### src/ppgbr_pkg.sv
// ----------------------------------------------------------------------------
// ppgbr_pkg: shared definitions for the pulse beat rate detector
// Payload types, field widths, register indexes and arithmetic constants.
// ----------------------------------------------------------------------------
package ppgbr_pkg;

  // Samples per evaluation group.
  localparam int GROUP_SIZE = 8;
  localparam int SLOT_W     = $clog2(GROUP_SIZE);

  localparam int LEVEL_W  = 18;
  localparam int TICK_W   = 32;
  localparam int IDX_W    = 16;
  localparam int PERIOD_W = 8;
  localparam int THR_W    = 19;
  localparam int LOW_W    = 22;
  localparam int IVAL_W   = 16;
  localparam int RATE_W   = 8;

  // Sum of up to GROUP_SIZE-1 signed level differences.
  localparam int SUM_W = LEVEL_W + 1 + SLOT_W;
  // Width for the scaled threshold compare.
  localparam int LIM_W = SUM_W + 2;

  localparam logic [LOW_W-1:0] LEVEL_IDLE_LOW = LOW_W'(4000000);
  localparam logic [IDX_W-1:0] COUNT_MAX      = '1;

  // Shared divider: quotient of RATE_NUM by a divisor, saturated.
  localparam int RATE_NUM = 60000;
  localparam int RATE_MAX = 255;
  localparam int Q_W      = RATE_W;
  localparam int STEP_W   = $clog2(Q_W);
  localparam int REM_W    = 16;
  localparam int DIV_W    = PERIOD_W + IDX_W;
  localparam int DSH_W    = DIV_W + Q_W - 1;
  localparam int SAT_DIV  = RATE_NUM / (RATE_MAX + 1);

  // Configuration port.
  localparam int CFG_IDX_W  = 2;
  localparam int CFG_DATA_W = THR_W;
  localparam logic [CFG_IDX_W-1:0] CFG_NEG_SLOPE_THR = 2'd0;
  localparam logic [CFG_IDX_W-1:0] CFG_PRESENCE_LVL  = 2'd1;
  localparam logic [CFG_IDX_W-1:0] CFG_LOW_SEARCH    = 2'd2;
  localparam logic [CFG_IDX_W-1:0] CFG_SAMPLE_PERIOD = 2'd3;

  localparam logic signed [THR_W-1:0] THR_RESET      = -19'sd50;
  localparam logic [LEVEL_W-1:0]      PRESENCE_RESET = 18'd5000;
  localparam logic [IDX_W-1:0]        LIMIT_RESET    = 16'd50;
  localparam logic [PERIOD_W-1:0]     PERIOD_RESET   = 8'd10;

  typedef struct packed {
    logic [LEVEL_W-1:0] red_value;
    logic [TICK_W-1:0]  tick_ms;
    logic               sample_valid;
  } ppgbr_in_t;

  typedef struct packed {
    logic [RATE_W-1:0]        rate_by_time;
    logic [RATE_W-1:0]        rate_by_count;
    logic signed [IVAL_W-1:0] interval_ms;
    logic [IVAL_W-1:0]        interval_samples;
    logic                     interval_bad;
  } ppgbr_out_t;

endpackage

### src/ppgbr_div.sv
// ----------------------------------------------------------------------------
// ppgbr_div: shared restoring divider for beat rates
// Computes RATE_NUM / divisor, saturated to RATE_MAX, one quotient bit a cycle.
// ----------------------------------------------------------------------------
module ppgbr_div (
  input  logic                          clk,
  input  logic                          rst_n,
  input  logic                          start,
  input  logic [ppgbr_pkg::DIV_W-1:0]   divisor,
  output logic                          done,
  output logic [ppgbr_pkg::Q_W-1:0]     quotient
);

  logic                            busy_r, busy_nxt;
  logic                            done_r, done_nxt;
  logic [ppgbr_pkg::STEP_W-1:0]    cnt_r, cnt_nxt;
  logic [ppgbr_pkg::REM_W-1:0]     rem_r, rem_nxt;
  logic [ppgbr_pkg::DSH_W-1:0]     dsh_r, dsh_nxt;
  logic [ppgbr_pkg::Q_W-1:0]       q_r, q_nxt;

  always_comb begin
    busy_nxt = busy_r;
    done_nxt = 1'b0;
    cnt_nxt  = cnt_r;
    rem_nxt  = rem_r;
    dsh_nxt  = dsh_r;
    q_nxt    = q_r;
    priority if (start) begin
      // Small divisors give a quotient past the top, so no iteration is needed.
      if (divisor <= ppgbr_pkg::DIV_W'(ppgbr_pkg::SAT_DIV)) begin
        q_nxt    = ppgbr_pkg::Q_W'(ppgbr_pkg::RATE_MAX);
        done_nxt = 1'b1;
      end else begin
        busy_nxt = 1'b1;
        rem_nxt  = ppgbr_pkg::REM_W'(ppgbr_pkg::RATE_NUM);
        dsh_nxt  = ppgbr_pkg::DSH_W'(divisor) << (ppgbr_pkg::Q_W - 1);
        cnt_nxt  = '0;
        q_nxt    = '0;
      end
    end else if (busy_r) begin
      if (ppgbr_pkg::DSH_W'(rem_r) >= dsh_r) begin
        rem_nxt = rem_r - ppgbr_pkg::REM_W'(dsh_r);
        q_nxt   = {q_r[ppgbr_pkg::Q_W-2:0], 1'b1};
      end else begin
        q_nxt   = {q_r[ppgbr_pkg::Q_W-2:0], 1'b0};
      end
      dsh_nxt = dsh_r >> 1;
      cnt_nxt = cnt_r + 1'b1;
      if (cnt_r == ppgbr_pkg::STEP_W'(ppgbr_pkg::Q_W - 1)) begin
        busy_nxt = 1'b0;
        done_nxt = 1'b1;
      end
    end else begin
      busy_nxt = 1'b0;
    end
  end

  always_ff @(posedge clk) begin
    if (!rst_n) begin
      busy_r <= 1'b0;
      done_r <= 1'b0;
      cnt_r  <= '0;
    end else begin
      busy_r <= busy_nxt;
      done_r <= done_nxt;
      cnt_r  <= cnt_nxt;
    end
    rem_r <= rem_nxt;
    dsh_r <= dsh_nxt;
    q_r   <= q_nxt;
  end

  assign done     = done_r;
  assign quotient = q_r;

  a_start_idle: assert property (@(posedge clk) disable iff (!rst_n)
    start |-> !busy_r)
    else $error("divider started while busy");

  a_done_end: assert property (@(posedge clk) disable iff (!rst_n)
    busy_r && (cnt_r == ppgbr_pkg::STEP_W'(ppgbr_pkg::Q_W - 1)) |=> done_r && !busy_r)
    else $error("divider did not finish after its last step");

  a_done_pulse: assert property (@(posedge clk) disable iff (!rst_n)
    done_r |=> !done_r || $past(start))
    else $error("divider done held without a new request");

endmodule

### src/ppg_beat_rate_detector.sv
// A sample that does not close a group leaves the input ready, and the next one
// may follow right after. A group end without a beat stalls the input for the
// group evaluation. A group end with a beat stalls it through evaluation, multiply,
// a shared-divider divide per rate (none for a bad interval) and hand-off.
// The input stays stalled longer while a finished beat waits for a held output.
// Reset (rst_n, synchronous, active low) restores register defaults at once.
// ----------------------------------------------------------------------------
// ppg_beat_rate_detector: optical pulse beat rate detector
// Tracks run extremes, evaluates the mean slope of each sample group and
// reports beat rates from the peak interval through a shared divider.
// ----------------------------------------------------------------------------
module ppg_beat_rate_detector (
  input  logic                                clk,
  input  logic                                rst_n,
  input  logic                                in_valid,
  output logic                                in_stall,
  input  ppgbr_pkg::ppgbr_in_t                in_data,
  output logic                                out_valid,
  input  logic                                out_stall,
  output ppgbr_pkg::ppgbr_out_t               out_data,
  input  logic                                cfg_we,
  input  logic [ppgbr_pkg::CFG_IDX_W-1:0]     cfg_index,
  input  logic [ppgbr_pkg::CFG_DATA_W-1:0]    cfg_wdata
);

  localparam logic [2:0] ST_IDLE  = 3'd0;
  localparam logic [2:0] ST_EVAL  = 3'd1;
  localparam logic [2:0] ST_MUL   = 3'd2;
  localparam logic [2:0] ST_DIVT  = 3'd3;
  localparam logic [2:0] ST_WAITT = 3'd4;
  localparam logic [2:0] ST_DIVC  = 3'd5;
  localparam logic [2:0] ST_WAITC = 3'd6;
  localparam logic [2:0] ST_OUT   = 3'd7;

  localparam logic signed [ppgbr_pkg::LIM_W-1:0] GRP_S =
    ppgbr_pkg::LIM_W'(ppgbr_pkg::GROUP_SIZE);
  localparam logic signed [ppgbr_pkg::LIM_W-1:0] ONE_S = ppgbr_pkg::LIM_W'(1);

  // Configuration registers.
  logic signed [ppgbr_pkg::THR_W-1:0]   thr_r;
  logic [ppgbr_pkg::LEVEL_W-1:0]        presence_r;
  logic [ppgbr_pkg::IDX_W-1:0]          limit_r;
  logic [ppgbr_pkg::PERIOD_W-1:0]       period_r;

  // Run and group state.
  logic [2:0]                           state_r, state_nxt;
  logic [ppgbr_pkg::LEVEL_W-1:0]        prev_r, prev_nxt;
  logic [ppgbr_pkg::SLOT_W-1:0]         slot_r, slot_nxt;
  logic signed [ppgbr_pkg::SUM_W-1:0]   sum_r, sum_nxt;
  logic [ppgbr_pkg::LOW_W-1:0]          gmin_r, gmin_nxt;
  logic [ppgbr_pkg::LOW_W-1:0]          low_lvl_r, low_lvl_nxt;
  logic [ppgbr_pkg::TICK_W-1:0]         low_time_r, low_time_nxt;
  logic [ppgbr_pkg::IDX_W-1:0]          low_idx_r, low_idx_nxt;
  logic [ppgbr_pkg::LEVEL_W-1:0]        high_lvl_r, high_lvl_nxt;
  logic [ppgbr_pkg::TICK_W-1:0]         high_time_r, high_time_nxt;
  logic [ppgbr_pkg::IDX_W-1:0]          high_idx_r, high_idx_nxt;
  logic [ppgbr_pkg::IDX_W-1:0]          run_cnt_r, run_cnt_nxt;
  logic                                 falling_r, falling_nxt;

  // Beat result under construction.
  logic signed [ppgbr_pkg::IVAL_W-1:0]  dt_r, dt_nxt;
  logic [ppgbr_pkg::IVAL_W-1:0]         ds_r, ds_nxt;
  logic                                 tbad_r, tbad_nxt;
  logic                                 cbad_r, cbad_nxt;
  logic [ppgbr_pkg::DIV_W-1:0]          prod_r, prod_nxt;
  logic [ppgbr_pkg::RATE_W-1:0]         rt_r, rt_nxt;
  logic [ppgbr_pkg::RATE_W-1:0]         rc_r, rc_nxt;

  logic                                 out_valid_r, out_valid_nxt;
  ppgbr_pkg::ppgbr_out_t                out_data_r, out_data_nxt;

  logic                                 accept;
  logic                                 div_start;
  logic [ppgbr_pkg::DIV_W-1:0]          div_divisor;
  logic                                 div_done;
  logic [ppgbr_pkg::Q_W-1:0]            div_q;

  logic signed [ppgbr_pkg::LIM_W-1:0]   thr_ext;
  logic signed [ppgbr_pkg::LIM_W-1:0]   sum_ext;
  logic signed [ppgbr_pkg::LIM_W-1:0]   slope_lim;
  logic                                 present;
  logic                                 slope_low;
  logic                                 slope_pos;
  logic                                 beat;
  logic [ppgbr_pkg::IVAL_W-1:0]         dt_raw;

  assign accept   = in_valid && !in_stall;
  assign in_stall = (state_r != ST_IDLE);

  // The mean slope is truncated toward zero, so compare the raw sum against
  // the threshold scaled by the group size instead of dividing.
  assign thr_ext   = ppgbr_pkg::LIM_W'(thr_r);
  assign sum_ext   = ppgbr_pkg::LIM_W'(sum_r);
  assign slope_lim = (thr_ext >= ONE_S) ? GRP_S * thr_ext
                                        : GRP_S * (thr_ext - ONE_S) + ONE_S;
  assign slope_low = sum_ext < slope_lim;
  assign slope_pos = sum_ext >= GRP_S;
  assign present   = gmin_r >= ppgbr_pkg::LOW_W'(presence_r);
  assign beat      = present && slope_low && !falling_r;
  assign dt_raw    = ppgbr_pkg::IVAL_W'(high_time_r - low_time_r);

  always_comb begin
    state_nxt     = state_r;
    prev_nxt      = prev_r;
    slot_nxt      = slot_r;
    sum_nxt       = sum_r;
    gmin_nxt      = gmin_r;
    low_lvl_nxt   = low_lvl_r;
    low_time_nxt  = low_time_r;
    low_idx_nxt   = low_idx_r;
    high_lvl_nxt  = high_lvl_r;
    high_time_nxt = high_time_r;
    high_idx_nxt  = high_idx_r;
    run_cnt_nxt   = run_cnt_r;
    falling_nxt   = falling_r;
    dt_nxt        = dt_r;
    ds_nxt        = ds_r;
    tbad_nxt      = tbad_r;
    cbad_nxt      = cbad_r;
    prod_nxt      = prod_r;
    rt_nxt        = rt_r;
    rc_nxt        = rc_r;
    out_valid_nxt = out_valid_r && out_stall;
    out_data_nxt  = out_data_r;
    div_start     = 1'b0;
    div_divisor   = prod_r;

    unique case (state_r)
      ST_IDLE: begin
        if (accept) begin
          if (in_data.sample_valid) begin
            if ((run_cnt_r < limit_r) &&
                (low_lvl_r > ppgbr_pkg::LOW_W'(in_data.red_value))) begin
              low_lvl_nxt  = ppgbr_pkg::LOW_W'(in_data.red_value);
              low_time_nxt = in_data.tick_ms;
              low_idx_nxt  = run_cnt_r;
            end
            if (high_lvl_r < in_data.red_value) begin
              high_lvl_nxt  = in_data.red_value;
              high_time_nxt = in_data.tick_ms;
              high_idx_nxt  = run_cnt_r;
            end
            if (gmin_r > ppgbr_pkg::LOW_W'(in_data.red_value)) begin
              gmin_nxt = ppgbr_pkg::LOW_W'(in_data.red_value);
            end
            if (run_cnt_r != ppgbr_pkg::COUNT_MAX) begin
              run_cnt_nxt = run_cnt_r + 1'b1;
            end
            if (slot_r != '0) begin
              sum_nxt = sum_r
                      + ppgbr_pkg::SUM_W'($signed({1'b0, in_data.red_value}))
                      - ppgbr_pkg::SUM_W'($signed({1'b0, prev_r}));
            end
            prev_nxt = in_data.red_value;
          end
          if (slot_r == ppgbr_pkg::SLOT_W'(ppgbr_pkg::GROUP_SIZE - 1)) begin
            slot_nxt  = '0;
            state_nxt = ST_EVAL;
          end else begin
            slot_nxt = slot_r + 1'b1;
          end
        end
      end
      ST_EVAL: begin
        state_nxt = ST_IDLE;
        if (beat) begin
          dt_nxt       = $signed(dt_raw);
          ds_nxt       = high_idx_r - low_idx_r;
          tbad_nxt     = dt_raw[ppgbr_pkg::IVAL_W-1] || (dt_raw == '0);
          cbad_nxt     = high_idx_r <= low_idx_r;
          low_lvl_nxt  = ppgbr_pkg::LEVEL_IDLE_LOW;
          high_lvl_nxt = '0;
          low_idx_nxt  = '0;
          high_idx_nxt = '0;
          run_cnt_nxt  = '0;
          state_nxt    = ST_MUL;
        end
        // A rising group clears the mark even in the group that set it.
        if (present && slope_pos) begin
          falling_nxt = 1'b0;
        end else if (beat) begin
          falling_nxt = 1'b1;
        end
        sum_nxt  = '0;
        gmin_nxt = ppgbr_pkg::LEVEL_IDLE_LOW;
      end
      ST_MUL: begin
        prod_nxt  = ppgbr_pkg::DIV_W'(period_r) * ppgbr_pkg::DIV_W'(ds_r);
        state_nxt = ST_DIVT;
      end
      ST_DIVT: begin
        if (tbad_r) begin
          rt_nxt    = '0;
          state_nxt = ST_DIVC;
        end else begin
          div_start   = 1'b1;
          div_divisor = ppgbr_pkg::DIV_W'($unsigned(dt_r));
          state_nxt   = ST_WAITT;
        end
      end
      ST_WAITT: begin
        if (div_done) begin
          rt_nxt    = div_q;
          state_nxt = ST_DIVC;
        end
      end
      ST_DIVC: begin
        if (cbad_r) begin
          rc_nxt    = '0;
          state_nxt = ST_OUT;
        end else begin
          div_start   = 1'b1;
          div_divisor = prod_r;
          state_nxt   = ST_WAITC;
        end
      end
      ST_WAITC: begin
        if (div_done) begin
          rc_nxt    = div_q;
          state_nxt = ST_OUT;
        end
      end
      ST_OUT: begin
        if (!out_valid_r || !out_stall) begin
          out_valid_nxt                 = 1'b1;
          out_data_nxt.rate_by_time     = rt_r;
          out_data_nxt.rate_by_count    = rc_r;
          out_data_nxt.interval_ms      = dt_r;
          out_data_nxt.interval_samples = ds_r;
          out_data_nxt.interval_bad     = tbad_r || cbad_r;
          state_nxt                     = ST_IDLE;
        end
      end
      default: state_nxt = ST_IDLE;
    endcase
  end

  ppgbr_div u_div (
    .clk      (clk),
    .rst_n    (rst_n),
    .start    (div_start),
    .divisor  (div_divisor),
    .done     (div_done),
    .quotient (div_q)
  );

  always_ff @(posedge clk) begin
    if (!rst_n) begin
      thr_r      <= ppgbr_pkg::THR_RESET;
      presence_r <= ppgbr_pkg::PRESENCE_RESET;
      limit_r    <= ppgbr_pkg::LIMIT_RESET;
      period_r   <= ppgbr_pkg::PERIOD_RESET;
    end else if (cfg_we) begin
      unique case (cfg_index)
        ppgbr_pkg::CFG_NEG_SLOPE_THR: thr_r      <= $signed(cfg_wdata);
        ppgbr_pkg::CFG_PRESENCE_LVL:  presence_r <= cfg_wdata[ppgbr_pkg::LEVEL_W-1:0];
        ppgbr_pkg::CFG_LOW_SEARCH:    limit_r    <= cfg_wdata[ppgbr_pkg::IDX_W-1:0];
        ppgbr_pkg::CFG_SAMPLE_PERIOD: period_r   <= cfg_wdata[ppgbr_pkg::PERIOD_W-1:0];
        default: ;
      endcase
    end
  end

  always_ff @(posedge clk) begin
    if (!rst_n) begin
      state_r     <= ST_IDLE;
      prev_r      <= '0;
      slot_r      <= '0;
      sum_r       <= '0;
      gmin_r      <= ppgbr_pkg::LEVEL_IDLE_LOW;
      low_lvl_r   <= ppgbr_pkg::LEVEL_IDLE_LOW;
      low_time_r  <= '0;
      low_idx_r   <= '0;
      high_lvl_r  <= '0;
      high_time_r <= '0;
      high_idx_r  <= '0;
      run_cnt_r   <= '0;
      falling_r   <= 1'b0;
      out_valid_r <= 1'b0;
    end else begin
      state_r     <= state_nxt;
      prev_r      <= prev_nxt;
      slot_r      <= slot_nxt;
      sum_r       <= sum_nxt;
      gmin_r      <= gmin_nxt;
      low_lvl_r   <= low_lvl_nxt;
      low_time_r  <= low_time_nxt;
      low_idx_r   <= low_idx_nxt;
      high_lvl_r  <= high_lvl_nxt;
      high_time_r <= high_time_nxt;
      high_idx_r  <= high_idx_nxt;
      run_cnt_r   <= run_cnt_nxt;
      falling_r   <= falling_nxt;
      out_valid_r <= out_valid_nxt;
    end
    dt_r       <= dt_nxt;
    ds_r       <= ds_nxt;
    tbad_r     <= tbad_nxt;
    cbad_r     <= cbad_nxt;
    prod_r     <= prod_nxt;
    rt_r       <= rt_nxt;
    rc_r       <= rc_nxt;
    out_data_r <= out_data_nxt;
  end

  assign out_valid = out_valid_r;
  assign out_data  = out_data_r;

  a_done_expected: assert property (@(posedge clk) disable iff (!rst_n)
    div_done |-> (state_r == ST_WAITT) || (state_r == ST_WAITC))
    else $error("divider result arrived outside a wait state");

  a_beat_clears_run: assert property (@(posedge clk) disable iff (!rst_n)
    (state_r == ST_EVAL) && beat |=> (run_cnt_r == '0) && (state_r == ST_MUL))
    else $error("beat did not clear the run");

  a_falling_source: assert property (@(posedge clk) disable iff (!rst_n)
    $rose(falling_r) |-> $past(state_r) == ST_EVAL)
    else $error("falling mark set outside group evaluation");

  a_result_loaded: assert property (@(posedge clk) disable iff (!rst_n)
    (state_r == ST_OUT) && (!out_valid_r || !out_stall) |=> out_valid_r
      && (state_r == ST_IDLE))
    else $error("beat result was not delivered to the output register");

endmodule
### config.mk
export PLATFORM = sky130hd
export DESIGN_NAME = ppg_beat_rate_detector
export DESIGN_NICKNAME = d
export VERILOG_FILES = /design/src/ppgbr_pkg.sv /design/src/ppgbr_div.sv /design/src/ppg_beat_rate_detector.sv
export SDC_FILE = /design/constraint.sdc
export NUM_CORES = 1
export LEC_CHECK = 0
export ABC_AREA = 0
export BUFFER_PORTS_ARGS = -buffer_cell sky130_fd_sc_hd__buf_4
export CORE_AREA = 10 10 251 253
export CTS_BUF_LIST = sky130_fd_sc_hd__clkbuf_2
export DETAILED_ROUTE_END_ITERATION = 8
export DIE_AREA = 0 0 261 263
export HOLD_SLACK_MARGIN = 0.12
export MAX_ROUTING_LAYER = met4
export SLEW_MARGIN = 25
export SYNTH_ARGS = -nofsm -noshare
export SYNTH_HDL_FRONTEND = slang
export SYNTH_SLANG_ARGS = --single-unit
### constraint.sdc
create_clock -name clk -period 5.3 [get_ports clk]
set_clock_uncertainty 0.05 [all_clocks]
set_input_delay 1.06 -clock clk [delete_from_list [all_inputs] [get_ports clk]]
set_output_delay 1.06 -clock clk [all_outputs]
set_load 0.05 [all_outputs]
# Word-level counts from Yosys, hierarchy flattened

Cells that the tools add are included.

Bits of input ports: 77
Flip-flop bits (word level): 434
Output and inout port bits: 51

Multiplexer cells: 78
Add/sub/neg operators: 10
$lt $le $gt $ge: 11
Multipliers: 1
Reductions and logical operators: 45
Equal/unequal tests: 28

Operator list:

| kind                                                             | count |
|---|---|
| two-way mux 16 bit                                               | 14 |
| two-way mux 22 bit                                               | 10 |
| one-hot mux 22 bit (2 select lines)                              | 3 |
| one-hot mux 16 bit (2 select lines)                              | 3 |
| two-way mux 31 bit                                               | 3 |
| two-way mux 18 bit                                               | 4 |
| two-way mux 24 bit                                               | 3 |
| two-way mux 8 bit                                                | 6 |
| subtractor 16 bit                                                | 3 |
| greater-than comparator 22 x 18 -> 1 bit                         | 2 |
| one-hot mux 18 bit (2 select lines)                              | 1 |
| one-hot mux 8 bit (2 select lines)                               | 2 |
| >= comparator 16 x 31 -> 1 bit                                   | 1 |
| two-way mux 3 bit                                                | 9 |
| != test 2 bit (second input constant)                            | 13 |
| adder 23 x 2 -> 24 bit (second input constant)                   | 1 |
| less-or-equal comparator 24 x 8 -> 1 bit (second input constant) | 1 |
| < comparator 22 x 24 -> 1 bit                                    | 1 |
| multiplier 8 x 16 -> 24 bit                                      | 1 |
| one-hot mux 3 bit (8 select lines)                               | 1 |
| adder 22 x 19 -> 22 bit                                          | 1 |
| >= comparator 22 x 18 -> 1 bit                                   | 1 |
| >= comparator 22 x 5 -> 1 bit (second input constant)            | 1 |
| subtractor 22 x 19 -> 22 bit                                     | 1 |
| other kinds (29)                                                 | 87 |

# Depth between registers and ports, before layout

Gate-level depths: netlist of the first run.

Depth after elaboration: 8
Depth in mapped cells: 22
Gate-level depth less buffers: 19

# Modules after synthesis

Synthesis of the first run repeated with hierarchy kept, for this count alone.

Cells, all modules: 2798
Area total of the unflattened synthesis: 26623.0 µm²

By module, submodules not included:

| module                 | times used | cells each | sequential area each (µm²) | area an instance (µm²) |
|---|---|---|---|---|
| ppg_beat_rate_detector | 1          | 2503       | 8598.2                     | 23289.8 |
| ppgbr_div              | 1          | 295        | 1751.7                     | 3333.2 |

# Least setup slack after synthesis of the first run

OpenSTA, ideal clock, no wires.

Path kind: flip-flop to flip-flop
Start point: reg thr_r[9] (netlist bit)
End point: reg cbad_r, enable pin
Setup time: 427 ps
Buffers on the path: 0
Arrival: 4938 ps
Cell stages (with the launch flop): 17
Setup slack: -114 ps
Cells stage by stage: dfxtp_1 > or4_4 > nor4_4 > a31oi_1 > nand3b_1 > nor3_1 > nand2b_1 > nor2_1 > xnor2_1 > ha_1 > a21o_1 > a21o_1 > a21oi_1 > o21ai_0 > a221oi_2 > a21oi_1 > nor2_1

Cells in the longest elaborated chain, start to end: 7

RTL lines:

| item                               | RTL line                      | text |
|---|---|---|
| start, declared                    | ppg_beat_rate_detector.sv:40  | `logic signed [ppgbr_pkg::THR_W-1:0] thr_r;` |
| start signal, assigned             | ppg_beat_rate_detector.sv:249 | `thr_r <= ppgbr_pkg::THR_RESET;` |
| start signal, assigned             | ppg_beat_rate_detector.sv:255 | `ppgbr_pkg::CFG_NEG_SLOPE_THR: thr_r <= $signed(cfg_wdata);` |
| subtractor 19 x 2 -> 20 bit        | ppg_beat_rate_detector.sv:95  | `: GRP_S * (thr_ext - ONE_S) + ONE_S;` |
| adder 23 x 2 -> 24 bit             | ppg_beat_rate_detector.sv:95  |  |
| two-way mux 24 bit (*)             | ppg_beat_rate_detector.sv:94  | `assign slope_lim = (thr_ext >= ONE_S) ? GRP_S * thr_ext` |
| < comparator 22 x 24 -> 1 bit (*)  | ppg_beat_rate_detector.sv:96  | `assign slope_low = sum_ext < slope_lim;` |
| logical AND 1 bit (*) (2 in a row) | ppg_beat_rate_detector.sv:99  | `assign beat = present && slope_low && !falling_r;` |
| AND reduction 2 bit (no line) (*)  | -                             |  |
| end signal, assigned               | ppg_beat_rate_detector.sv:299 | `cbad_r <= cbad_nxt;` |
| end, declared                      | ppg_beat_rate_detector.sv:64  | `logic cbad_r, cbad_nxt;` |

Every way passes the cells marked *; elsewhere a longest branch is shown, timed or not.
A chain may end at the register's enable or synchronous reset.

# Worst setup path after layout of the first run

Start point: reg ds_r[1] (netlist bit)
End point: reg prod_r[23] (netlist bit), data pin

Cells in the longest elaborated chain, start to end: 1

RTL lines:

| item                        | RTL line                      | text |
|---|---|---|
| start, declared             | ppg_beat_rate_detector.sv:62  | `logic [ppgbr_pkg::IVAL_W-1:0] ds_r, ds_nxt;` |
| start signal, assigned      | ppg_beat_rate_detector.sv:297 | `ds_r <= ds_nxt;` |
| multiplier 8 x 16 -> 24 bit | ppg_beat_rate_detector.sv:188 | `prod_nxt = ppgbr_pkg::DIV_W'(period_r) * ppgbr_pkg::DIV_W'(ds_r);` |
| end signal, assigned        | ppg_beat_rate_detector.sv:300 | `prod_r <= prod_nxt;` |
| end, declared               | ppg_beat_rate_detector.sv:65  | `logic [ppgbr_pkg::DIV_W-1:0] prod_r, prod_nxt;` |

No other way between the ends.

==> impl_metrics.sql, run 1 <==
INSERT INTO impl_metrics (metric_group, metric, value, unit) VALUES
('synth', 'netlist_area', '0.02592', 'mm2'),
('layout', 'fill_cells', '5444', ''),
('synth', 'synth_enable_flop_cells', '178', ''),
('clock_tree', 'cts_max_path_buffers', '3', ''),
('detailed_routing', 'wire_per_inst', '17.47', 'um'),
('timing', 'setup_violations', '0', ''),
('pwr', 'p_seq_frac', '0.477', ''),
('detailed_routing', 'vias_per_cell', '5.293', ''),
('clock_tree', 'clk_root_buffer_cell', 'sky130_fd_sc_hd__clkbuf_2', ''),
('layout', 'finalNetCount', '3423', ''),
('worst_setup_path', 'crit_path_start_kind', 'flop', ''),
('worst_setup_path', 'critPathMaxStageDelay', '550', 'ps'),
('layout', 'most-common-layout-cells', '385 x sky130_fd_sc_hd__nand2_1, 289 x sky130_fd_sc_hd__inv_1, 244 x sky130_fd_sc_hd__dfxtp_1', ''),
('synth', 'synthArstFlopShare', '0', ''),
('synth', 'postSynthNetCount', '3154', ''),
('timing', 'finalCriticalPeriod', '5067', 'ps'),
('synth', 'synth_warnings', '0', ''),
('flow_run', 'drv_cap', '0', ''),
('timing', 'fmax', '197.4', 'MHz'),
('detailed_routing', 'number_of_drc_violations_after_detailed_routing_iteration_0', '1089', ''),
('floorplan', 'die-height', '263', 'um'),
('synth', 'netlist.area_leader.share', '0.2062', ''),
('detailed_routing', 'post_detailed_route_drc_marker_count', '0', ''),
('worst_setup_path', 'worst_path_buf_inv', '3', ''),
('worst_setup_path', 'path_delay_family', 'adder cells', ''),
('worst_setup_path', 'critical_path.most_common_cell', 'sky130_fd_sc_hd__fa_1', ''),
('global_routing', 'first_global_vias', '20890', ''),
('detailed_routing', 'drt-total-wl', '67750', 'um'),
('worst_setup_path', 'critPathSlowestCell', 'sky130_fd_sc_hd__fa_1', ''),
('timing', 'min_period_over_period', '0.9561', ''),
('timing', 'drv_slew', '0', ''),
('pwr', 'switching_share', '0.3175', ''),
('synth', 'seq_area_frac_synth', '0.3993', ''),
('synth', 'avgSynthCellArea', '9.449', 'um2'),
('clock_tree', 'clock_sinks', '428', ''),
('pwr', 'power.static_leakage', '13.19', 'nW'),
('worst_setup_path', 'worstPathRequired', '6150', 'ps'),
('synth', 'netlist_top_cells_area', 'sky130_fd_sc_hd__edfxtp_1 21%, sky130_fd_sc_hd__dfxtp_1 19%, sky130_fd_sc_hd__ha_1 11%, sky130_fd_sc_hd__fa_1 8.1%, sky130_fd_sc_hd__nand2_1 5.6%', ''),
('synth', 'postSynthRegisterBits', '428', ''),
('worst_setup_path', 'critPathKind', 'flop to flop', ''),
('floorplan', 'i_o_pin_count', '128', ''),
('synth', 'netlist-cell-type-count', '79', ''),
('pwr', 'internal-power', '5.152', 'mW'),
('layout', 'most_frequent_standard_cell_in_the_layout_excluding_fill_and_tap_cells', 'sky130_fd_sc_hd__nand2_1', ''),
('synth', 'synthCells', '2743', ''),
('worst_setup_path', 'crit_chain', 'and2_1 > fa_1 > fa_1 > inv_1 > fa_1 > fa_1 > inv_1 > ha_1 > o21a_1 > o31a_1 > o211ai_1 > a311oi_2 > o21a_1 > o21ai_2 > a2111oi_2 > buf_4 > a311oi_2 > xnor2_1', ''),
('worst_setup_path', 'worstSetupEndpointType', 'flop', ''),
('clock_tree', 'clock_latency', '1200', 'ps'),
('detailed_routing', 'drt_pass1_iterations', '5', ''),
('clock_tree', 'tritoncts_buffer_count', '113', ''),
('worst_setup_path', 'worstPathMaxFanout', '3', ''),
('floorplan', 'initial_utilization', '0.4451', ''),
('synth', 'ys.flop_type', 'sky130_fd_sc_hd__dfxtp_1', ''),
('pwr', 'comb_power_share', '0.210', ''),
('timing', 'timing.final.hold_violations', '0', ''),
('place', 'buffer_ports.inserted', '111', ''),
('clock_tree', 'cts_tree', 'yes', ''),
('layout', 'syn2layout_area_growth', '15.16', '%'),
('place', 'routabilityCongestion', '0.8540', ''),
('pwr', 'ir_worst_vdd', '0.0001359', 'V'),
('timing', 'worstMarginPinSlew', '1075', 'ps'),
('worst_hold_path', 'hold_path.class', 'input pin to flop', ''),
('run_status', 'outcome', 'finished clean', ''),
('pwr', 'power', '7.549', 'mW'),
('floorplan', 'die_x', '261', 'um'),
('place', 'post-dp-hpwl', '50800', 'um'),
('worst_setup_path', 'arrival', '5910', 'ps'),
('detailed_routing', 'route.antenna.remaining_nets', '0', ''),
('global_routing', 'overflow', '0', ''),
('place', 'detailed_place.area', '0.02808', 'mm2'),
('synth', 'cell_type_contributing_the_most_total_cell_area_after_synthesis', 'sky130_fd_sc_hd__edfxtp_1', '');
## power by group through the flow
stage | Clock [mW] | Sequential, mW | Combinational (mW)
2_1_floorplan | 0 | 3.64 | 1.11
3_3_place_gp | 0 | 3.67 | 1.48
3_5_place_dp | 0 | 3.67 | 1.52
4_1_cts | 2.47 | 3.60 | 1.57
5_1_grt | 2.64 | 3.61 | 1.80
6_report | 2.36 | 3.60 | 1.59
## cell type report
| type | count | area, um2 | share of cell area |
|---|---|---|---|
| multi-input cells | 1933 | 14320 | 0.4798 |
| flip-flops and latches | 428 | 10360 | 0.3470 |
| repair buffers | 246 | 2042 | 0.06841 |
| inverters | 290 | 1090 | 0.03651 |
| well taps | 773 | 967.2 | 0.03240 |
| clock buffers | 164 | 820.8 | 0.02750 |
| clock inverters | 42 | 244.0 | 0.008174 |
| diodes | 2 | 5.005 | 0.0001677 |
## metrics by stage
stage | utilization | std cells | hold slack [ps] | setup TNS [ps] | setup WS [ps]
after floorplan | - | 2743 | 350.3 | 0 | 119.6
after global placement | 0.4813 | 3608 | 354.7 | 0 | 31.49
after detailed placement | 0.4822 | 3609 | 356.6 | -73.51 | -73.51
after CTS | 0.5102 | 3871 | 163.0 | 0 | 2.197
after global routing | 0.5125 | 3878 | 242.8 | -23.44 | -22.10
final | 0.5125 | 3878 | 300.0 | 0 | 232.9
## final timing paths
| kind | start | end | slack (ps) | depth (start not counted) |
|---|---|---|---|---|
| max | ds_r[1]$_DFFE_PP_ | prod_r[23]$_DFFE_PP_ | 230 | 18 |
| max reg2reg | ds_r[1]$_DFFE_PP_ | prod_r[23]$_DFFE_PP_ | 230 | 18 |
| min reg2reg | rc_r[4]$_SDFFCE_PP0P_ | out_data[37]$_DFFE_PP_ | 380 | 0 |
| min | cfg_index[1] | thr_r[15]$_SDFFE_PN1P_ | 300 | 4 |
## synth_stat cells, types with 8 or more instances
| cell | number |
|---|---|
| sky130_fd_sc_hd__nor4_1 | 19 |
| sky130_fd_sc_hd__nand3_1 | 52 |
| sky130_fd_sc_hd__fa_1 | 105 |
| sky130_fd_sc_hd__a22oi_1 | 11 |
| sky130_fd_sc_hd__and3_1 | 13 |
| sky130_fd_sc_hd__a211oi_1 | 10 |
| sky130_fd_sc_hd__and2_1 | 88 |
| sky130_fd_sc_hd__nor3b_1 | 8 |
| sky130_fd_sc_hd__a21oi_1 | 181 |
| sky130_fd_sc_hd__clkbuf_1 | 78 |
| sky130_fd_sc_hd__nor2_1 | 165 |
| sky130_fd_sc_hd__a22o_1 | 31 |
| sky130_fd_sc_hd__o21ai_0 | 95 |
| sky130_fd_sc_hd__or4_1 | 9 |
| sky130_fd_sc_hd__dfxtp_1 | 250 |
| sky130_fd_sc_hd__buf_1 | 11 |
| sky130_fd_sc_hd__ha_1 | 229 |
| sky130_fd_sc_hd__o211ai_1 | 15 |
| sky130_fd_sc_hd__nor2b_1 | 33 |
| sky130_fd_sc_hd__o2bb2ai_1 | 33 |
| sky130_fd_sc_hd__or3_1 | 14 |
| sky130_fd_sc_hd__xor2_1 | 19 |
| sky130_fd_sc_hd__inv_1 | 289 |
| sky130_fd_sc_hd__nand2b_1 | 20 |
| sky130_fd_sc_hd__edfxtp_1 | 178 |
| sky130_fd_sc_hd__o21a_1 | 28 |
| sky130_fd_sc_hd__o31ai_1 | 10 |
| sky130_fd_sc_hd__a21o_1 | 54 |
| sky130_fd_sc_hd__xnor2_1 | 55 |
| sky130_fd_sc_hd__nand2_1 | 385 |
| sky130_fd_sc_hd__mux2i_1 | 58 |
| sky130_fd_sc_hd__nor3_1 | 50 |
| sky130_fd_sc_hd__a31oi_1 | 14 |
| sky130_fd_sc_hd__nand4_1 | 29 |
## routing by layer
layer | up-vias | share of wire | GRT usage
li1 | 10130 | - | -
met1 | 9854 | 0.43 | 0.2373
met2 | 419 | 0.50 | 0.3398
met3 | 122 | 0.044 | 0.03147
met4 | 0 | 0.032 | 0.08124
met5 | - | 0 | -
## logic make-up after synthesis
group,after synthesis,synth area share
buffers and inverters,383,0.05590
AND/OR/NAND/NOR,917,0.1671
flip-flops,428,0.3993
adder cells (fa/ha/maj),334,0.1916
AO/OA/AOI/OAI,548,0.1382
XOR/XNOR,74,0.02500
multiplexers,59,0.02283
## sequential cells by signal, indices dropped and copies added (netlist names), 18 cells and up
name	flops
sum_r	22
u_div.dsh_r	31
low_lvl_r	19
prev_r	18
prod_r	24
gmin_r	19
out_data	49
presence_r	18
thr_r	19
high_lvl_r	18
## worst reg2reg max path, cell delays in order, from the launching register on
cell and delay, ps:
sky130_fd_sc_hd__edfxtp_1 390, sky130_fd_sc_hd__and2_1 190, sky130_fd_sc_hd__fa_1 470, sky130_fd_sc_hd__fa_1 550
sky130_fd_sc_hd__inv_1 50, sky130_fd_sc_hd__fa_1 460, sky130_fd_sc_hd__fa_1 550, sky130_fd_sc_hd__inv_1 40
sky130_fd_sc_hd__ha_1 300, sky130_fd_sc_hd__o21a_1 180, sky130_fd_sc_hd__o31a_1 140, sky130_fd_sc_hd__o211ai_1 310
sky130_fd_sc_hd__a311oi_2 170, sky130_fd_sc_hd__o21a_1 220, sky130_fd_sc_hd__o21ai_2 160, sky130_fd_sc_hd__a2111oi_2 90
sky130_fd_sc_hd__buf_4 150, sky130_fd_sc_hd__a311oi_2 270, sky130_fd_sc_hd__xnor2_1 90
## what timing repair did
item	in CTS	in global routing
gates cloned	0	1
buffers inserted	1	4
pin swaps	1	4
hold buffers	55	0
endpoints found under the hold margin	136	0
resized for setup	4	19
setup endpoints to repair	3	62
No activity file was read; power rests on OpenSTA's default activity.
==> run 2: changes to the inputs <==
--- a/config.mk
+++ b/config.mk
@@ -7,10 +7,10 @@
 export LEC_CHECK = 0
 export ABC_AREA = 0
 export BUFFER_PORTS_ARGS = -buffer_cell sky130_fd_sc_hd__buf_4
-export CORE_AREA = 10 10 251 253
+export CORE_AREA = 2 2 243 245
 export CTS_BUF_LIST = sky130_fd_sc_hd__clkbuf_2
 export DETAILED_ROUTE_END_ITERATION = 8
-export DIE_AREA = 0 0 261 263
+export DIE_AREA = 0 0 245 247
 export HOLD_SLACK_MARGIN = 0.12
 export MAX_ROUTING_LAYER = met4
 export SLEW_MARGIN = 25
==> constraint.sdc (replaced) <==
create_clock -name clk -period 5.5 [get_ports clk]
set_clock_uncertainty 0.05 [all_clocks]
set_input_delay 1.1 -clock clk [delete_from_list [all_inputs] [get_ports clk]]
set_output_delay 1.1 -clock clk [all_outputs]
set_load 0.05 [all_outputs]
==> run 2 against run 1 <==
  * Via count is 0.99% higher
  * Cell area shrank 0.14%
  * Largest power group unchanged
  * Flip-flop and latch count unchanged
  * Sequential power is 4% lower
  * Clock power shrank 4%
  * Highest routed layer unchanged
  * Hold slack improved by 35 ps
  * Core utilization fell by 0.071 points
  * Sequential share of layout area about the same
  * Critical path depth did not move
  * Largest cell class unchanged
==> impl_metrics.sql, run 2 (synthesis results as in run 1) <==
INSERT INTO impl_metrics (metric_group, metric, value, unit) VALUES
('worst_setup_path', 'r2r_setup_slack', '260', 'ps'),
('timing', 'min_period_over_period', '0.9528', ''),
('layout', 'post_route_cells_drive_above_1_share', '0.1363', ''),
('place', 'post-dp-hpwl', '50500', 'um'),
('layout', 'most_frequent_standard_cell_in_the_layout_excluding_fill_and_tap_cells', 'sky130_fd_sc_hd__nand2_1', ''),
('timing', 'slew-limit-headroom', '0.2978', ''),
('worst_setup_path', 'critPathKind', 'flop to flop', ''),
('detailed_routing', 'drt_pass1_iterations', '7', ''),
('place', 'routabilityCongestion', '0.8670', ''),
('timing', 'fmax', '190.8', 'MHz'),
('global_routing', 'grt_max_degree', '70', ''),
('detailed_routing', 'drt-total-wl', '67640', 'um'),
('layout', 'finish.utilization', '0.5118', ''),
('floorplan', 'i_o_pin_count', '128', ''),
('worst_hold_path', 'hold_path_depth', '4', ''),
('worst_hold_path', 'hold_start', 'cfg_index[0]', ''),
('global_routing', 'overflow', '0', ''),
('detailed_routing', 'post_detailed_route_drc_marker_count', '0', ''),
('clock_tree', 'clk_root_buffer_cell', 'sky130_fd_sc_hd__clkbuf_2', ''),
('run_status', 'outcome', 'finished clean', ''),
('worst_setup_path', 'crit_path_start_kind', 'flop', ''),
('place', 'buffer_ports.inserted', '111', ''),
('floorplan', 'initial_utilization', '0.4451', ''),
('pwr', 'power.static_leakage', '13.20', 'nW'),
('timing', 'setup_violations', '0', ''),
('worst_setup_path', 'worstPathRequired', '6370', 'ps'),
('worst_setup_path', 'worstSetupEndpointType', 'flop', ''),
('layout', 'most-common-layout-cells', '385 x sky130_fd_sc_hd__nand2_1, 289 x sky130_fd_sc_hd__inv_1, 247 x sky130_fd_sc_hd__dfxtp_1', ''),
('clock_tree', 'cts_max_path_buffers', '3', ''),
('layout', 'finalInstanceArea', '0.02981', 'mm2'),
('clock_tree', 'cts_tree', 'yes', ''),
('layout', 'syn2layout_area_growth', '15.00', '%'),
('clock_tree', 'cts.reportedPaths.clkPinSlew', '130', 'ps'),
('place', 'inst_count_dp', '3604', ''),
('detailed_routing', 'vias', '20730', ''),
('floorplan', 'std_cell_rows', '89', ''),
('clock_tree', 'tritoncts_buffer_count', '115', ''),
('global_routing', 'first_global_vias', '20920', ''),
('timing', 'timing.final.hold_violations', '0', ''),
('worst_setup_path', 'worst_r2r_path_depth', '18', ''),
('clock_tree', 'clock_tree.htree_level_count', '3', ''),
('pwr', 'ir_worst_vdd', '0.0001446', 'V'),
('worst_setup_path', 'worstReg2RegStart', 'period_r[7]$_SDFFE_PN0P_', ''),
('floorplan', 'die_x', '245', 'um'),
('worst_hold_path', 'hold_path.class', 'input pin to flop', ''),
('timing', 'drv_slew', '0', ''),
('layout', 'largest_reg_flops', '49', ''),
('floorplan', 'design.core.area', '0.05824', 'mm2'),
('detailed_routing', 'vias_per_cell', '5.340', ''),
('worst_setup_path', 'critical_path.reg2reg.endpoint', 'prod_r[23]$_DFFE_PP_', ''),
('flow_run', 'drv_cap', '0', ''),
('worst_setup_path', 'worstPathMaxFanout', '16', ''),
('global_routing', 'grt_first_pass_wirelength', '108000', 'um'),
('floorplan', 'floorplan.die_area', '0.06052', 'mm2'),
('detailed_routing', 'route.antenna.remaining_nets', '0', ''),
('timing', 'finalCriticalPeriod', '5241', 'ps'),
('global_routing', 'grt_antenna_before_repair', '3', ''),
('detailed_routing', 'number_of_drc_violations_after_detailed_routing_iteration_0', '1194', ''),
('worst_setup_path', 'arrival', '6110', 'ps'),
('timing', 'totalNegativeSetupSlack', '0', 'ps'),
('clock_tree', 'clock_latency', '1230', 'ps'),
('pwr', 'power.density', '243.7', 'mW/mm2'),
('timing', 'worstMarginPinSlew', '1050', 'ps'),
('layout', 'finalNetCount', '3429', ''),
('layout', 'fill_cells', '5438', ''),
('place', 'detailed_place.area', '0.02804', 'mm2'),
('layout', 'post_layout_nonfiller_instances', '3882', ''),
('clock_tree', 'clock_sinks', '428', ''),
('pwr', 'power', '7.264', 'mW'),
('floorplan', 'die-height', '247', 'um'),
('worst_hold_path', 'hold_path_end', 'limit_r[8]$_SDFFE_PN0P_', ''),
('global_routing', 'grt_util_all_layers', '0.2320', ''),
('detailed_routing', 'wire_per_inst', '17.42', 'um');
==> run 2: cell count changes in the layout (fill, tap and decap cells not counted), moves of 2 or more <==
cell | before | now
sky130_fd_sc_hd__clkinv_1 | 27 | 18
sky130_fd_sc_hd__dfxtp_1 | 244 | 247
sky130_fd_sc_hd__buf_12 | 3 | 5
sky130_fd_sc_hd__clkbuf_2 | 164 | 175
sky130_fd_sc_hd__buf_4 | 187 | 191
sky130_fd_sc_hd__diode_2 | 2 | 6
sky130_fd_sc_hd__clkinv_8 | 2 | 0
sky130_fd_sc_hd__dfxtp_2 | 6 | 3
sky130_fd_sc_hd__clkinv_2 | 8 | 4
==> run 2: worst max-delay path by stage <==
stage	from	end	slack, ps	cells after the start
after global routing	period_r[7]$_SDFFE_PN0P_	prod_r[23]$_DFFE_PP_	-60	18
after global placement	ds_r[3]$_DFFE_PP_	prod_r[23]$_DFFE_PP_	-40	17
after floorplan	thr_r[9]$_SDFFE_PN1P_	cbad_r$_DFFE_PP_	90	16
after detailed placement	ds_r[3]$_DFFE_PP_	prod_r[23]$_DFFE_PP_	5	18
final	period_r[7]$_SDFFE_PN0P_	prod_r[23]$_DFFE_PP_	260	18
after CTS	ds_r[6]$_DFFE_PP_	prod_r[23]$_DFFE_PP_	10	16
==> run 2: layout make-up <==
type                       instances  area (um2)  area share
antenna                            6       15.01   0.0005037
clock buffer                     175       875.8     0.02938
clock inverter                    27       147.6    0.004953
inverter                         290        1090     0.03656
multi-input combinational       1932       14270      0.4789
sequential                       428       10350      0.3474
tap                              773       967.2     0.03245
timing repair buffer             251        2085     0.06993
==> run 2: layer usage <==
| layer | part of all wire | vias to the layer above | GRT usage |
|---|---|---|---|
| met5 | 0 | - | - |
| met4 | 0.027 | 0 | 0.08178 |
| met3 | 0.045 | 116 | 0.03929 |
| met2 | 0.50 | 474 | 0.3943 |
| met1 | 0.43 | 10010 | 0.2781 |
| li1 | - | 10130 | - |
==> run 2: critical path, cell delays in order, from the launching register on <==
cell,delay (ps)
sky130_fd_sc_hd__dfxtp_1,390
sky130_fd_sc_hd__buf_12,160
sky130_fd_sc_hd__nand2_1,80
sky130_fd_sc_hd__fa_1,510
sky130_fd_sc_hd__fa_1,570
sky130_fd_sc_hd__inv_1,60
sky130_fd_sc_hd__fa_1,520
sky130_fd_sc_hd__fa_1,510
sky130_fd_sc_hd__ha_1,330
sky130_fd_sc_hd__o21a_1,120
sky130_fd_sc_hd__o31a_1,150
sky130_fd_sc_hd__o211ai_1,170
sky130_fd_sc_hd__a311oi_2,330
sky130_fd_sc_hd__o21a_1,170
sky130_fd_sc_hd__o21ai_1,100
sky130_fd_sc_hd__a2111oi_2,340
sky130_fd_sc_hd__buf_4,180
sky130_fd_sc_hd__a311oi_2,100
sky130_fd_sc_hd__xnor2_1,140
==> run 2: power by group <==
group          total [mW]  internal (mW)  switching [mW]
clock network        2.26          0.868            1.40
registers            3.47           3.39          0.0707
logic                1.53          0.683           0.851
==> run 2: metrics by stage <==
| step | setup WS [ps] | hold slack, ps |
|---|---|---|
| after floorplan | 85.68 | 350.3 |
| after global placement | -38.66 | 355.9 |
| after detailed placement | 5.356 | 357.1 |
| after CTS | 11.97 | 217.8 |
| after global routing | -56.78 | 271.1 |
| final | 259.3 | 335.4 |
==> run 2: repair_timing <==
action | CTS | global route
pin swaps | 0 | 5
hold endpoints to repair | 129 | 0
buffers inserted | 2 | 13
resized for setup | 0 | 17
hold buffers | 55 | 0
setup endpoints to repair | 1 | 83
